### config.mk
export PLATFORM = sky130hd
export DESIGN_NAME = integer_to_ascii_padded
export DESIGN_NICKNAME = d
export VERILOG_FILES = /design/src/rtl/itoa_pkg.sv /design/src/rtl/itoa_ctrl.sv /design/src/rtl/itoa_datapath.sv /design/src/rtl/integer_to_ascii_padded.sv
export SDC_FILE = /design/constraint.sdc
export NUM_CORES = 1
export LEC_CHECK = 0
export BUFFER_PORTS_ARGS = -buffer_cell sky130_fd_sc_hd__buf_2
export CAP_MARGIN = 5
export CORE_MARGIN = 5
export CORE_UTILIZATION = 35
export CTS_BUF_LIST = sky130_fd_sc_hd__clkbuf_16
export DETAILED_ROUTE_END_ITERATION = 6
export GPL_ROUTABILITY_DRIVEN = 0
export PLACE_DENSITY_LB_ADDON = 0.08
export RECOVER_POWER = 50
export SLEW_MARGIN = 20
export SYNTH_ARGS = -nofsm -noshare
export SYNTH_HDL_FRONTEND = slang
export SYNTH_SLANG_ARGS = --single-unit
### constraint.sdc
create_clock -name clock -period 11.8 [get_ports clock]
set_input_delay 1.18 -clock clock [delete_from_list [all_inputs] [get_ports clock]]
set_output_delay 1.18 -clock clock [all_outputs]
set_load 0.1 [all_outputs]
### src/rtl/itoa_pkg.sv
`timescale 1ns / 1ps

package itoa_pkg;

   // widest field in characters; wider requests saturate here
   localparam int MAX_WIDTH = 32;
   // bits that hold a field width, a pad count or a character count
   localparam int W_BITS = $clog2(MAX_WIDTH + 1);

   // ten decimal digits hold any 32-bit magnitude, eight hex digits fit the same store
   localparam int NUM_DIGITS = 10;
   localparam int DIG_BITS   = 4 * NUM_DIGITS;
   localparam int IDX_BITS   = $clog2(NUM_DIGITS);

   // binary to decimal conversion takes two bits per cycle
   localparam int ITERS     = 16;
   localparam int ITER_BITS = $clog2(ITERS);

   // conversion kinds
   localparam logic [2:0] CONV_SDEC = 3'd0;
   localparam logic [2:0] CONV_UDEC = 3'd1;
   localparam logic [2:0] CONV_HEXL = 3'd2;
   localparam logic [2:0] CONV_HEXU = 3'd3;
   localparam logic [2:0] CONV_PTR  = 3'd4;

   // where the next character comes from
   typedef enum logic [1:0] {
      SRC_SPACE,
      SRC_SIGN,
      SRC_ZERO,
      SRC_DIGIT
   } src_type;

   // controller to datapath
   typedef struct packed {
      logic    load;
      logic    step;
      logic    measure;
      logic    emit;
      src_type src;
   } cmd_type;

   // datapath to controller
   typedef struct packed {
      logic conv_done;
      logic pad_nz;
      logic pad_one;
      logic idx_zero;
      logic neg;
      logic left;
      logic zero;
   } status_type;

endpackage

### src/rtl/itoa_ctrl.sv
`timescale 1ns / 1ps

module itoa_ctrl (
   input  logic                 clock,
   input  logic                 reset,
   input  logic                 start,
   input  logic [2:0]           req_conv,
   input  itoa_pkg::status_type status,
   output itoa_pkg::cmd_type    cmd,
   output logic                 busy
);
   import itoa_pkg::*;

   typedef enum logic [3:0] {
      ST_IDLE,
      ST_CONVERT,
      ST_MEASURE,
      ST_PLAN,
      ST_LEAD,
      ST_SIGN,
      ST_ZEROS,
      ST_DIGITS,
      ST_TRAIL
   } state_type;

   state_type state_ff;
   state_type state_in;

   logic is_dec;
   logic conv_ok;
   logic want_lead;
   logic want_zeros;
   logic want_trail;

   // decode of the incoming conversion kind
   assign is_dec  = (req_conv == CONV_SDEC) || (req_conv == CONV_UDEC);
   assign conv_ok = (req_conv <= CONV_PTR);

   // which padding phase this field uses
   assign want_lead  = !status.left && !status.zero && status.pad_nz;
   assign want_zeros = !status.left && status.zero && status.pad_nz;
   assign want_trail = status.left && status.pad_nz;

   // next state
   always_comb begin
      state_in = state_ff;
      unique case (state_ff)
         ST_IDLE: begin
            if (start && conv_ok) begin
               state_in = is_dec ? ST_CONVERT : ST_MEASURE;
            end
         end
         ST_CONVERT: begin
            if (status.conv_done) begin
               state_in = ST_MEASURE;
            end
         end
         ST_MEASURE: begin
            state_in = ST_PLAN;
         end
         ST_PLAN: begin
            priority if (want_lead) begin
               state_in = ST_LEAD;
            end else if (status.neg) begin
               state_in = ST_SIGN;
            end else if (want_zeros) begin
               state_in = ST_ZEROS;
            end else begin
               state_in = ST_DIGITS;
            end
         end
         ST_LEAD: begin
            if (status.pad_one) begin
               state_in = status.neg ? ST_SIGN : ST_DIGITS;
            end
         end
         ST_SIGN: begin
            state_in = want_zeros ? ST_ZEROS : ST_DIGITS;
         end
         ST_ZEROS: begin
            if (status.pad_one) begin
               state_in = ST_DIGITS;
            end
         end
         ST_DIGITS: begin
            if (status.idx_zero) begin
               state_in = want_trail ? ST_TRAIL : ST_IDLE;
            end
         end
         ST_TRAIL: begin
            if (status.pad_one) begin
               state_in = ST_IDLE;
            end
         end
         default: begin
            state_in = ST_IDLE;
         end
      endcase
   end

   // state register
   always_ff @(posedge clock) begin
      if (reset) begin
         state_ff <= ST_IDLE;
      end else begin
         state_ff <= state_in;
      end
   end

   // commands to the datapath
   always_comb begin
      cmd         = '0;
      cmd.src     = SRC_DIGIT;
      cmd.load    = (state_ff == ST_IDLE) && start;
      cmd.step    = (state_ff == ST_CONVERT);
      cmd.measure = (state_ff == ST_MEASURE);
      unique case (state_ff)
         ST_LEAD: begin
            cmd.emit = 1'b1;
            cmd.src  = SRC_SPACE;
         end
         ST_SIGN: begin
            cmd.emit = 1'b1;
            cmd.src  = SRC_SIGN;
         end
         ST_ZEROS: begin
            cmd.emit = 1'b1;
            cmd.src  = SRC_ZERO;
         end
         ST_DIGITS: begin
            cmd.emit = 1'b1;
            cmd.src  = SRC_DIGIT;
         end
         ST_TRAIL: begin
            cmd.emit = 1'b1;
            cmd.src  = SRC_SPACE;
         end
         default: begin
            cmd.emit = 1'b0;
         end
      endcase
   end

   assign busy = (state_ff != ST_IDLE);

endmodule

### src/rtl/itoa_datapath.sv
`timescale 1ns / 1ps

module itoa_datapath (
   input  logic                 clock,
   input  logic                 reset,
   input  itoa_pkg::cmd_type    cmd,
   output itoa_pkg::status_type status,
   input  logic [2:0]           req_conv,
   input  logic [31:0]          req_value,
   input  logic [5:0]           req_width,
   input  logic                 req_zero_fill,
   input  logic                 req_left_align,
   output logic [6:0]           rsp_ch,
   output logic                 rsp_last,
   output logic                 rsp_valid
);
   import itoa_pkg::*;

   localparam logic [6:0] ASCII_SPACE = 7'h20;
   localparam logic [6:0] ASCII_MINUS = 7'h2D;
   localparam logic [6:0] ASCII_ZERO  = 7'h30;
   localparam logic [6:0] ASCII_LA    = 7'h61;
   localparam logic [6:0] ASCII_UA    = 7'h41;

   // one shift-and-adjust step of binary to decimal conversion
   function automatic logic [DIG_BITS-1:0] dabble(input logic [DIG_BITS-1:0] bcd,
                                                  input logic               bit_in);
      logic [DIG_BITS-1:0] adj;
      adj = bcd;
      for (int i = 0; i < NUM_DIGITS; i++) begin
         if (bcd[i*4 +: 4] >= 4'd5) begin
            adj[i*4 +: 4] = bcd[i*4 +: 4] + 4'd3;
         end
      end
      return {adj[DIG_BITS-2:0], bit_in};
   endfunction

   // position of the most significant nonzero digit, zero for a zero value
   function automatic logic [IDX_BITS-1:0] top_digit(input logic [DIG_BITS-1:0] d);
      logic [IDX_BITS-1:0] t;
      t = '0;
      for (int i = 1; i < NUM_DIGITS; i++) begin
         if (d[i*4 +: 4] != 4'd0) begin
            t = IDX_BITS'(i);
         end
      end
      return t;
   endfunction

   // ascii of one digit value
   function automatic logic [6:0] digit_char(input logic [3:0] d, input logic up);
      logic [6:0] c;
      if (d < 4'd10) begin
         c = ASCII_ZERO + {3'b000, d};
      end else if (up) begin
         c = ASCII_UA + {3'b000, d - 4'd10};
      end else begin
         c = ASCII_LA + {3'b000, d - 4'd10};
      end
      return c;
   endfunction

   logic [DIG_BITS-1:0]  digits_ff;
   logic [31:0]          bin_ff;
   logic [ITER_BITS-1:0] iter_ff;
   logic [W_BITS-1:0]    width_ff;
   logic [W_BITS-1:0]    pad_ff;
   logic [W_BITS-1:0]    remain_ff;
   logic [IDX_BITS-1:0]  idx_ff;
   logic                 neg_ff;
   logic                 upper_ff;
   logic                 zero_ff;
   logic                 left_ff;
   logic [6:0]           ch_ff;
   logic                 last_ff;
   logic                 valid_ff;

   logic                 ld_neg;
   logic                 ld_hex;
   logic                 ld_ptr;
   logic [31:0]          ld_mag;
   logic [W_BITS-1:0]    ld_width;
   logic [DIG_BITS-1:0]  step_digits;
   logic [IDX_BITS-1:0]  top_idx;
   logic [W_BITS-1:0]    need;
   logic [6:0]           ch_in;

   // decode of a new request
   always_comb begin
      ld_neg = (req_conv == CONV_SDEC) && req_value[31];
      ld_mag = ld_neg ? (32'd0 - req_value) : req_value;
      ld_ptr = (req_conv == CONV_PTR);
      ld_hex = (req_conv == CONV_HEXL) || (req_conv == CONV_HEXU) || ld_ptr;
      if (ld_ptr) begin
         ld_width = W_BITS'(8);
      end else if (int'(req_width) > MAX_WIDTH) begin
         ld_width = W_BITS'(MAX_WIDTH);
      end else begin
         ld_width = W_BITS'(req_width);
      end
   end

   // two conversion steps per cycle
   assign step_digits = dabble(dabble(digits_ff, bin_ff[31]), bin_ff[30]);

   // digit count and padding
   assign top_idx = top_digit(digits_ff);
   assign need    = W_BITS'(top_idx) + W_BITS'(1) + W_BITS'(neg_ff);

   // digit store, conversion and field bookkeeping
   always_ff @(posedge clock) begin
      if (cmd.load) begin
         neg_ff   <= ld_neg;
         upper_ff <= (req_conv == CONV_HEXU);
         zero_ff  <= req_zero_fill || ld_ptr;
         left_ff  <= req_left_align && !ld_ptr;
         width_ff <= ld_width;
         iter_ff  <= '0;
         bin_ff   <= ld_mag;
         if (ld_hex) begin
            digits_ff <= {{(DIG_BITS - 32){1'b0}}, req_value};
         end else begin
            digits_ff <= '0;
         end
      end else if (cmd.step) begin
         digits_ff <= step_digits;
         bin_ff    <= {bin_ff[29:0], 2'b00};
         iter_ff   <= iter_ff + ITER_BITS'(1);
      end else if (cmd.measure) begin
         idx_ff <= top_idx;
         if (width_ff > need) begin
            pad_ff    <= width_ff - need;
            remain_ff <= width_ff;
         end else begin
            pad_ff    <= '0;
            remain_ff <= need;
         end
      end else if (cmd.emit) begin
         remain_ff <= remain_ff - W_BITS'(1);
         unique case (cmd.src)
            SRC_DIGIT: idx_ff <= idx_ff - IDX_BITS'(1);
            SRC_SIGN:  idx_ff <= idx_ff;
            SRC_SPACE: pad_ff <= pad_ff - W_BITS'(1);
            SRC_ZERO:  pad_ff <= pad_ff - W_BITS'(1);
            default:   idx_ff <= idx_ff;
         endcase
      end
   end

   // character select
   always_comb begin
      unique case (cmd.src)
         SRC_SPACE: ch_in = ASCII_SPACE;
         SRC_SIGN:  ch_in = ASCII_MINUS;
         SRC_ZERO:  ch_in = ASCII_ZERO;
         SRC_DIGIT: ch_in = digit_char(digits_ff[{idx_ff, 2'b00} +: 4], upper_ff);
         default:   ch_in = ASCII_SPACE;
      endcase
   end

   // output register, one character per transfer
   always_ff @(posedge clock) begin
      if (reset) begin
         valid_ff <= 1'b0;
      end else begin
         valid_ff <= cmd.emit;
      end
      ch_ff   <= ch_in;
      last_ff <= (remain_ff == W_BITS'(1));
   end

   assign rsp_ch    = ch_ff;
   assign rsp_last  = last_ff;
   assign rsp_valid = valid_ff;

   // status to the controller
   always_comb begin
      status.conv_done = (iter_ff == ITER_BITS'(ITERS - 1));
      status.pad_nz    = (pad_ff != '0);
      status.pad_one   = (pad_ff == W_BITS'(1));
      status.idx_zero  = (idx_ff == '0);
      status.neg       = neg_ff;
      status.left      = left_ff;
      status.zero      = zero_ff;
   end

endmodule

### src/rtl/integer_to_ascii_padded.sv
`timescale 1ns / 1ps
// start of a field: decimal kinds run the binary to decimal converter and then the measure
//   and plan states before the first character, hex and pointer kinds only the latter two
// a new request is taken only when the block is idle again, after the final character of
//   a field, sent one per cycle; unused kinds are taken with no work and no result
// reset: synchronous, active high; clears the controller and the result strobe
// the receiver cannot stall: each character is valid for exactly one cycle

module integer_to_ascii_padded (
   input  logic        clock,
   input  logic        reset,
   input  logic        start,
   output logic        busy,
   input  logic [2:0]  req_conv,
   input  logic [31:0] req_value,
   input  logic [5:0]  req_width,
   input  logic        req_zero_fill,
   input  logic        req_left_align,
   output logic [6:0]  rsp_ch,
   output logic        rsp_last,
   output logic        rsp_valid
);
   import itoa_pkg::*;

   cmd_type    cmd;
   status_type status;

   // sequencing of conversion and character phases
   itoa_ctrl u_ctrl (
      .clock    (clock),
      .reset    (reset),
      .start    (start),
      .req_conv (req_conv),
      .status   (status),
      .cmd      (cmd),
      .busy     (busy)
   );

   // digit store, counters and output register
   itoa_datapath u_datapath (
      .clock          (clock),
      .reset          (reset),
      .cmd            (cmd),
      .status         (status),
      .req_conv       (req_conv),
      .req_value      (req_value),
      .req_width      (req_width),
      .req_zero_fill  (req_zero_fill),
      .req_left_align (req_left_align),
      .rsp_ch         (rsp_ch),
      .rsp_last       (rsp_last),
      .rsp_valid      (rsp_valid)
   );

endmodule

==> summary.txt, run 1 <==
Final layout
  – Diode count: 0
  – Area Overhead vs Synth: 12.92%
  – Post-layout nets: 1080
  – Fin util: 40.10%
  – FILL cells: 2474
  – Share of cells above drive strength 1: 11.56%
  – Post-Layout Cell Count: 1310

Clocking
  – CTS root buf: clkbuf_16
  – Clock slew at reported path FFs: 0.06 ns
  – CTS tree: done
  – Clock Path Buffers: 2
  – Postcts setup bufs: 0
  – Worst-Skew Late Latency: 0.42 ns
  – Post-cts sizing count: 0
  – H-tree depth: 4
  – Clk sinks: 115
  – # hold bufs at CTS: 0
  – Total CTS buffers: 17

Timing
  – Fmax: 0.1868 GHz
  – Slew Viols, Final: 153
  – Setup violators final: 0
  – Setup Skew: 0.01277 ns
  – Tcrit/Tclk final: 45.36%
  – Minimum clock period after layout: 5.353 ns
  – Slew @ Worst Pin: 3.409 ns
  – Setup_tns: 0 ns
  – Relative slew slack: -127.3%
  – Hold WS: 0.4036 ns
  – Unrepaired setup endpoints after global routing: no
  – Hold Violations, Final: 0

Global routing
  – Global route overflow: 0
  – Largest net degree at the start of global routing: 81
  – Global-route wire length before repair: 35140 um
  – GRT Total Usage: 15.62%
  – Antenna violations before repair: 0
  – Vias in the first global route: 6694

Synthesis
  – Synth area leader: edfxtp_1
  – Synth top area share: 34.08%
  – Cell area after synthesis: 8636 um^2
  – Distinct cells, synth: 75
  – Post-synthesis register bit count: 115
  – Syn Area/Cell: 9.326 um^2
  – Post-synth ARST share: 0%
  – Ys Warns: 0
  – Post-synth net total: 1032
  – Synthesized instance count: 926
  – Post-synth EDFFs: 98
  – Top cells by area, synth: edfxtp_1, ha_1, xnor2_1
  – Seq/Total Area, Yosys: 38.02%
  – Dominant synthesized flop cell: edfxtp_1

Routing
  – WL/cell: 16.44 um
  – Drt pass-1 iters: 4
  – Vias post-DR: 6675
  – Final ANT Viol Nets: 0
  – DRC Markers: 0
  – Drt total wl: 21530 um
  – DR iter-0 viols: 267
  – Via density: 5.095

Power
  – Static Leakage: 0.003797 uW
  – Pwr Density: 347.0 nW/um^2
  – Pwr Total: 3384 uW
  – Max VDD drop: 0.1207 mV

Die
  – I/O pin count: 56
  – Die Wd: 167.1 um
  – Core ar.: 24320 um^2
  – Die area: 27920 um^2
  – Initial Util: 35.51%
  – Row cnt: 57
  – DIE HEIGHT: 167.1 um

Critical path
  – Worst Setup Path Type: input pin to flip-flop
  – R2r endpoint: u_datapath.bin_ff[31]$_DFFE_PN_
  – Critical path data arrival time: 5.55 ns
  – Worst Reg-to-Reg Cells: 6
  – Worst Setup End Kind: flip-flop
  – Startpoint types: input pin
  – R2R Setup Slk: 6.54 ns
  – Worst r2r src: u_ctrl.state_ff[2]$_SDFFE_PP0P_
  – Data required time of the critical path: 12.00 ns
  – Crit Path Max Fanout: 80

Min path
  – Worst hold endpoint: u_datapath.rsp_ch[5]$_DFF_P_
  – Hold depth: 1
  – Min-delay worst type: flip-flop to flip-flop
  – Hold wc startpoint: u_datapath.upper_ff$_DFFE_PP_

Status
  – Status: finished with violations
  – Failing checks: max-capacitance violations, max-slew violations

Placed design
  – Port-buffer cells: 55
  – Dpl hpwl: 15730 um
  – Inst Count DP: 1279

Run
  – Number of max-cap violations: 3
## layout by cell type (no fill, tap or decap), types with 18 or more instances in the layout
cell / count
nand2_1: 87
ha_1: 59
inv_1: 76
o21ai_0: 82
nor3_1: 18
nor2_1: 71
edfxtp_1: 98
mux2i_1: 23
xnor2_1: 52
buf_2: 44
nor3b_1: 20
xor2_1: 19
a21oi_1: 75
## Yosys cell counts, drive strengths merged (6+ instances only)
cell type,number
a21oi,75
nand2,88
ha,59
a21o,6
and2,13
clkbuf,21
a21boi,6
nor2b,14
nor3,18
xor2,19
xnor2,52
nand2b,14
o22ai,6
mux2i,23
a31oi,10
o21ai,84
nor4,6
buf,10
o21a,9
mux4,8
a22o,17
nor2,71
edfxtp,98
mux2,12
nor3b,25
or3,9
nand3,6
dfxtp,17
inv,75
## power breakdown
part	internal (uW)	switching [uW]	leakage, uW
Sequential	787	183	0.00109
Clock	307	199	0.000264
Combinational	811	1100	0.00244
Total	1910	1480	0.00380
## state kept, by name, summed over array words and instances, names as in the netlist
| register | flops |
|---|---|
| u_datapath.upper_ff | 1 |
| u_datapath.pad_ff | 6 |
| u_datapath.iter_ff | 4 |
| u_datapath.width_ff | 6 |
| u_datapath.rsp_valid | 1 |
| u_datapath.remain_ff | 6 |
| u_ctrl.state_ff | 4 |
| u_datapath.bin_ff | 32 |
| u_datapath.zero_ff | 1 |
| u_datapath.rsp_last | 1 |
| u_datapath.rsp_ch | 7 |
| u_datapath.digits_ff | 40 |
| u_datapath.idx_ff | 4 |
| u_datapath.left_ff | 1 |
| u_datapath.neg_ff | 1 |
## layer usage
layer / GRT usage, % / routed length, um / vias to the layer above
li1: - / - / 3417
met1: 21.13 / 10420 / 3145
met2: 25.36 / 10230 / 92
met3: 3.366 / 581 / 21
met4: 4.305 / 297 / 0
met5: 0 / 0 / -
## worst max-delay path by stage
stage	start	to	slack, ns
global placement	u_datapath.digits_ff[20]$_DFFE_PN_	u_datapath.pad_ff[5]$_DFFE_PP_	7.34
global route	u_ctrl.state_ff[2]$_SDFFE_PP0P_	u_datapath.bin_ff[31]$_DFFE_PN_	5.89
finish	start	u_datapath.bin_ff[31]$_DFFE_PN_	6.45
floorplan	u_datapath.digits_ff[20]$_DFFE_PN_	u_datapath.pad_ff[5]$_DFFE_PP_	7.80
detailed placement	u_datapath.digits_ff[20]$_DFFE_PN_	u_datapath.pad_ff[5]$_DFFE_PP_	7.22
CTS	u_datapath.digits_ff[20]$_DFFE_PN_	u_datapath.pad_ff[5]$_DFFE_PP_	7.21
## worst max-delay path, cell delays in order
cell and delay [ns]:
buf_2 0.11, nand2_2 0.04, clkbuf_1 2.37, inv_1 0.22, clkbuf_1 0.97, a31oi_1 0.64
## kinds of logic (layout without fill, tap and decap cells)
family,after synthesis,after routing,share of synthesized area (%)
flops,115,115,38.02
fa+ha+maj,61,61,8.910
simple gates,283,283,16.85
mux,43,43,6.361
xor+xnor,71,71,7.201
compound gates,246,246,17.71
buf+inv,106,166,4.911
other cells,1,1,0.04342
## metrics by stage
stage	area (um^2)	setup slack, ns
6_report	9752	6.447
5_1_grt	9752	5.890
4_1_cts	9786	7.214
3_5_place_dp	9220	7.224
3_3_place_gp	9220	7.336
2_1_floorplan	8636	7.799
## layout make-up
class                   instances  area (um^2)  area share (%)
multi-input cells             705         4932           50.58
inverters                      75        281.5           2.887
well taps                     324        405.4           4.157
repair buffers                 60        284.0           2.912
clock buffers                  17        425.4           4.362
clock inverters                14        140.1           1.437
flip-flops and latches        115         3283           33.67
No activity file was read; power rests on OpenSTA's default activity.
==> inputs of run 2 (changes only) <==
==> constraint.sdc (replaced) <==
create_clock -name clock -period 5.2 [get_ports clock]
set_input_delay 0.52 -clock clock [delete_from_list [all_inputs] [get_ports clock]]
set_output_delay 0.52 -clock clock [all_outputs]
set_load 0.1 [all_outputs]
==> summary.txt, run 2 (same netlist as run 1, synthesis figures left out) <==
Final layout
  – Share of cells above drive strength 1: 11.96%
  – Commonest cells after routing, fill and taps aside: edfxtp_1, nand2_1, o21ai_0, inv_1, a21oi_1
  – FILL cells: 2439
  – Largest register by flop count: u_datapath.digits_ff
  – Diode count: 0
  – FF/Latch Area: 3283 um^2
  – Leading cell type in the layout, fill and taps excluded: edfxtp_1
  – Post-Layout Cell Count: 1311
  – Area Overhead vs Synth: 13.21%
  – Post-layout nets: 1080
  – Multi-input gate area: 4935 um^2
  – Max FFs per register: 40

Routing
  – WL/cell: 16.31 um
  – Drt pass-1 iters: 5
  – Vias post-DR: 6668
  – DR iter-0 viols: 308
  – Final ANT Viol Nets: 0
  – DRC Markers: 0
  – Drt total wl: 21380 um
  – Via density: 5.086

Clocking
  – Total CTS buffers: 17
  – Clock slew at reported path FFs: 0.06 ns
  – Postcts setup bufs: 0
  – CTS root buf: clkbuf_16
  – H-tree depth: 4
  – CTS tree: done
  – Clk sinks: 115
  – # hold bufs at CTS: 0
  – Clock Path Buffers: 2
  – Worst-Skew Late Latency: 0.43 ns
  – Post-cts sizing count: 0

Die
  – Die area: 27920 um^2
  – I/O pin count: 56
  – Row cnt: 57
  – DIE HEIGHT: 167.1 um
  – Core ar.: 24320 um^2
  – Initial Util: 35.51%
  – Die Wd: 167.1 um

Power
  – Static Leakage: 0.003815 uW
  – Max VDD drop: 0.3467 mV
  – Pwr Density: 790.5 nW/um^2

Critical path
  – Data required time of the critical path: 5.33 ns
  – CP max stage cell: edfxtp_1
  – R2r endpoint: u_datapath.pad_ff[5]$_DFFE_PP_
  – CP delay by family, top: compound AO/OA/AOI/OAI gates
  – Crit Path Max Fanout: 7
  – Worst Setup End Kind: flip-flop
  – Worst Reg-to-Reg Cells: 18
  – Crit-path most repeated cell: ha_1
  – CP peak stage delay: 0.42 ns
  – Crit path cell chain: inv_1 -> ha_1 -> nor3b_2 -> a21boi_0 -> o21ai_0 -> a21boi_0 -> inv_1 -> ha_1 -> ha_1 -> xnor2_1 -> xnor2_1 -> ha_1 -> a21o_1 -> nand2b_1 -> a31o_1 -> and3_4 -> o21ai_2 -> o32ai_2
  – Worst Setup Path Type: flip-flop to flip-flop
  – Critical path data arrival time: 4.64 ns
  – Worst r2r src: u_datapath.digits_ff[20]$_DFFE_PN_
  – Startpoint types: flip-flop
  – Worst Setup SP: u_datapath.digits_ff[20]$_DFFE_PN_
  – WP buf/inv: 2
  – R2R Setup Slk: 0.69 ns

Timing
  – Setup_tns: 0 ns
  – Slew Viols, Final: 173
  – Tcrit/Tclk final: 86.71%
  – Minimum clock period after layout: 4.509 ns
  – Fmax: 0.2218 GHz
  – Relative slew slack: -129.7%
  – Slew @ Worst Pin: 3.446 ns
  – Unrepaired setup endpoints after global routing: no
  – Setup Skew: 0.01072 ns
  – Setup violators final: 0
  – Hold Violations, Final: 0

Run
  – Number of max-cap violations: 3

Placed design
  – Port-buffer cells: 55
  – Dpl hpwl: 15830 um
  – Inst Count DP: 1279

Global routing
  – Global route overflow: 0
  – GRT Total Usage: 15.73%
  – Global-route wire length before repair: 35320 um
  – Vias in the first global route: 6674
  – Antenna violations before repair: 0
  – Largest net degree at the start of global routing: 80

Min path
  – Hold depth: 2
  – Worst hold endpoint: u_ctrl.state_ff[0]$_SDFFE_PP0P_
  – Min-delay worst type: input pin to flip-flop
  – Hold wc startpoint: reset

Status
  – Status: finished with violations
  – Failing checks: max-capacitance violations, max-slew violations
[run 2: per-layer routing]
metal / vias up / track usage (%) / wire length [um]
met1: 3129 / 20.94 / 10140
met2: 104 / 25.94 / 10140
li1: 3412 / - / -
met3: 23 / 3.247 / 718
met4: 0 / 4.589 / 390
met5: - / 0 / 0
[run 2: final cells by class]
type	count	share of cell area (%)
clock buffer	17	4.351
clock inverter	15	1.638
inverter	75	2.879
multi-input combinational	705	50.47
sequential	115	33.58
tap	324	4.146
timing repair buffer	60	2.931
[run 2: report_power, final]
group          switching, uW  leakage [uW]  internal (uW)
registers                417       0.00109           1790
clock network            479      0.000279            709
logic                   2490       0.00244           1840
[run 2: worst reg2reg max path, stage by stage (launching register included)]
cell	delay (ns)
edfxtp_1	0.42
inv_1	0.11
ha_1	0.20
nor3b_2	0.33
a21boi_0	0.20
o21ai_0	0.09
a21boi_0	0.35
inv_1	0.09
ha_1	0.30
ha_1	0.22
xnor2_1	0.14
xnor2_1	0.20
ha_1	0.31
a21o_1	0.23
nand2b_1	0.15
a31o_1	0.22
and3_4	0.18
o21ai_2	0.31
o32ai_2	0.15
[run 2: how the worst max path moves through the flow]
stage,to,cells after the start,slack (ns)
2_1_floorplan,u_datapath.pad_ff[5]$_DFFE_PP_,18,1.20
3_5_place_dp,u_datapath.pad_ff[5]$_DFFE_PP_,18,0.71
3_3_place_gp,u_datapath.pad_ff[5]$_DFFE_PP_,18,0.74
4_1_cts,u_datapath.pad_ff[5]$_DFFE_PP_,18,0.69
5_1_grt,u_datapath.pad_ff[4]$_DFFE_PP_,17,0.24
6_report,u_datapath.pad_ff[5]$_DFFE_PP_,18,0.69
[run 2: through the flow]
stage / power (uW) / instance area, um^2 / setup slack [ns] / hold WS, ns / util [%]
global placement: 6592 / 9220 / 0.7373 / 0.3903 / 37.91
CTS: 7807 / 9806 / 0.6885 / 0.3046 / 40.32
floorplan: 5607 / 8636 / 1.199 / 0.3873 / -
global route: 8507 / 9777 / 0.2392 / 0.3258 / 40.20
detailed placement: 6587 / 9220 / 0.7056 / 0.4090 / 37.91
finish: 7729 / 9777 / 0.6910 / 0.3252 / 40.20
==> inputs of run 3 (changes only) <==
--- a/config.mk
+++ b/config.mk
@@ -5,7 +5,7 @@
 export SDC_FILE = /design/constraint.sdc
 export NUM_CORES = 1
 export LEC_CHECK = 0
-export BUFFER_PORTS_ARGS = -buffer_cell sky130_fd_sc_hd__buf_2
+export BUFFER_PORTS_ARGS = -buffer_cell sky130_fd_sc_hd__buf_4
 export CAP_MARGIN = 5
 export CORE_MARGIN = 5
 export CORE_UTILIZATION = 35
==> summary.txt, run 3 (same netlist as run 1, synthesis figures left out) <==
Status
  – Status: finished with violations
  – Failing checks: max-capacitance violations, max-slew violations

Routing
  – DR iter-0 viols: 362
  – DRC Markers: 0
  – Via density: 5.056
  – Final ANT Viol Nets: 0
  – WL/cell: 16.26 um
  – Drt pass-1 iters: 4
  – Drt total wl: 21320 um
  – Vias post-DR: 6628

Timing
  – Fmax: 0.2212 GHz
  – Relative slew slack: -121.0%
  – Minimum clock period after layout: 4.520 ns
  – Slew @ Worst Pin: 3.314 ns
  – Setup violators final: 0
  – Setup_tns: 0 ns
  – Slew Viols, Final: 119
  – Unrepaired setup endpoints after global routing: no
  – Setup Skew: 0.01297 ns
  – Hold Violations, Final: 0
  – Tcrit/Tclk final: 86.93%

Global routing
  – Antenna violations before repair: 0
  – Vias in the first global route: 6664
  – M2 GR Usage: 25.54%
  – Largest net degree at the start of global routing: 80
  – GR Layer Usage met3: 2.821%
  – GRT Total Usage: 15.58%
  – Met1 Use GR: 21.34%
  – Busiest grt layer: met2
  – Global-route wire length before repair: 35150 um
  – Global route overflow: 0

Die
  – Row cnt: 57
  – Core ar.: 24320 um^2
  – Die area: 27920 um^2
  – DIE HEIGHT: 167.1 um
  – I/O pin count: 56
  – Die Wd: 167.1 um
  – Initial Util: 35.51%

Final layout
  – Leading cell type in the layout, fill and taps excluded: edfxtp_1
  – Largest register by flop count: u_datapath.digits_ff
  – Share of cells above drive strength 1: 11.96%
  – Post-layout nets: 1080
  – Diode count: 0
  – Cell area after layout: 9899 um^2
  – Area Overhead vs Synth: 14.63%
  – Commonest cells after routing, fill and taps aside: edfxtp_1, nand2_1, o21ai_0, inv_1, a21oi_1
  – Max FFs per register: 40

Clocking
  – CTS root buf: clkbuf_16
  – H-tree depth: 4
  – Clock slew at reported path FFs: 0.06 ns
  – Clk sinks: 115
  – # hold bufs at CTS: 0
  – Total CTS buffers: 17
  – Post-cts sizing count: 0
  – Postcts setup bufs: 0
  – CTS tree: done
  – Clock Path Buffers: 2
  – Worst-Skew Late Latency: 0.43 ns

Power
  – Logic pwr share: 55.9%
  – Sw frac: 43.50%
  – Pwr Density: 786.1 nW/um^2
  – Switch Pwr: 3385 uW
  – Internal power: 4396 uW
  – Static Leakage: 0.003867 uW
  – Clock power frac: 15.9%
  – Part of the power in registers: 28.2%
  – Max VDD drop: 0.2680 mV

Placed design
  – Placed Area: 9358 um^2
  – Dpl hpwl: 15710 um
  – Port-buffer cells: 55

Critical path
  – Startpoint types: flip-flop
  – R2R Setup Slk: 0.68 ns
  – Worst Setup End Kind: flip-flop
  – Data required time of the critical path: 5.33 ns
  – Critical path data arrival time: 4.65 ns
  – Worst Reg-to-Reg Cells: 18
  – Worst r2r src: u_datapath.digits_ff[16]$_DFFE_PN_
  – R2r endpoint: u_datapath.pad_ff[0]$_DFFE_PP_
  – Worst Setup Path Type: flip-flop to flip-flop
  – Crit path cell chain: inv_1 -> ha_1 -> nor3b_1 -> a21boi_0 -> o21ai_0 -> a21boi_0 -> inv_1 -> ha_1 -> ha_1 -> xnor2_1 -> xnor2_1 -> ha_1 -> a21o_1 -> nand2b_1 -> a31o_1 -> and3_4 -> o21ai_2 -> o22ai_1
  – CP max stage cell: nor3b_1
  – CP peak stage delay: 0.50 ns
  – Crit Path Max Fanout: 7
  – Crit-path most repeated cell: ha_1

Run
  – Number of max-cap violations: 2

Min path
  – Min-delay worst type: input pin to flip-flop
  – Hold wc startpoint: reset
  – Hold depth: 2
  – Worst hold endpoint: u_ctrl.state_ff[0]$_SDFFE_PP0P_
[run 3: cell count changes in the layout (fill, tap and decap cells not counted), moves of 2 or more]
cell,previous run,this run
buf_2,43,0
clkinv_4,5,3
inv_6,1,4
buf_4,2,44
[run 3: final cells by class]
type                            count  area, um^2
Inverter                           75       281.5
Fill cell                        2468       14420
Timing Repair Buffer               60       391.6
Clock inverter                     15       180.2
Tap cell                          324       405.4
Sequential cell                   115        3283
Multi-Input combinational cell    705        4932
Clock buffer                       17       425.4
[run 3: per-stage QoR]
stage / utilization [%] / setup slack (ns) / power, uW / hold WS, ns / std cells
after detailed placement: 38.48 / 0.7298 / 6624 / 0.4128 / 1279
after floorplan: - / 1.199 / 5607 / 0.3873 / 926
after global placement: 38.48 / 0.7470 / 6603 / 0.3959 / 1279
after global routing: 40.71 / 0.1717 / 8529 / 0.2754 / 1311
after CTS: 40.97 / 0.7099 / 7899 / 0.2707 / 1311
final: 40.71 / 0.6796 / 7782 / 0.2848 / 1311
[run 3: power by group through the flow]
stage	registers, uW	clock network, uW	logic (uW)
floorplan	2170	0	3440
global placement	2220	0	4390
detailed placement	2220	0	4400
CTS	2200	1260	4430
global route	2270	1310	4950
finish	2190	1240	4350
[run 3: worst max-delay path: cells and delay by family (launching register included)]
family                   cells  cell delay [ns]
flip-flops                   1             0.44
buffers and inverters        2             0.22
XOR/XNOR                     2             0.34
AO/OA/AOI/OAI                7             1.40
AND/OR/NAND/NOR              3             0.82
adder cells (fa/ha/maj)      4             1.00
[run 3: worst max path at each step]
stage                                                  start                            endpoint  slack, ns  cells past startpoint
after floorplan           u_datapath.digits_ff[20]$_DFFE_PN_      u_datapath.pad_ff[5]$_DFFE_PP_       1.20                     18
after global placement    u_datapath.digits_ff[20]$_DFFE_PN_      u_datapath.pad_ff[5]$_DFFE_PP_       0.75                     18
after detailed placement  u_datapath.digits_ff[20]$_DFFE_PN_      u_datapath.pad_ff[5]$_DFFE_PP_       0.73                     18
after CTS                 u_datapath.digits_ff[20]$_DFFE_PN_      u_datapath.pad_ff[5]$_DFFE_PP_       0.71                     18
after global routing         u_ctrl.state_ff[0]$_SDFFE_PP0P_  u_datapath.digits_ff[27]$_DFFE_PN_       0.17                      7
final                     u_datapath.digits_ff[16]$_DFFE_PN_      u_datapath.pad_ff[0]$_DFFE_PP_       0.68                     18
[run 3: routing by layer]
layer  share of wire, %  vias up
li1                   -     3415
met1                 49     3089
met2                 47      105
met3                3.1       19
met4                1.1        0
met5                  0        -
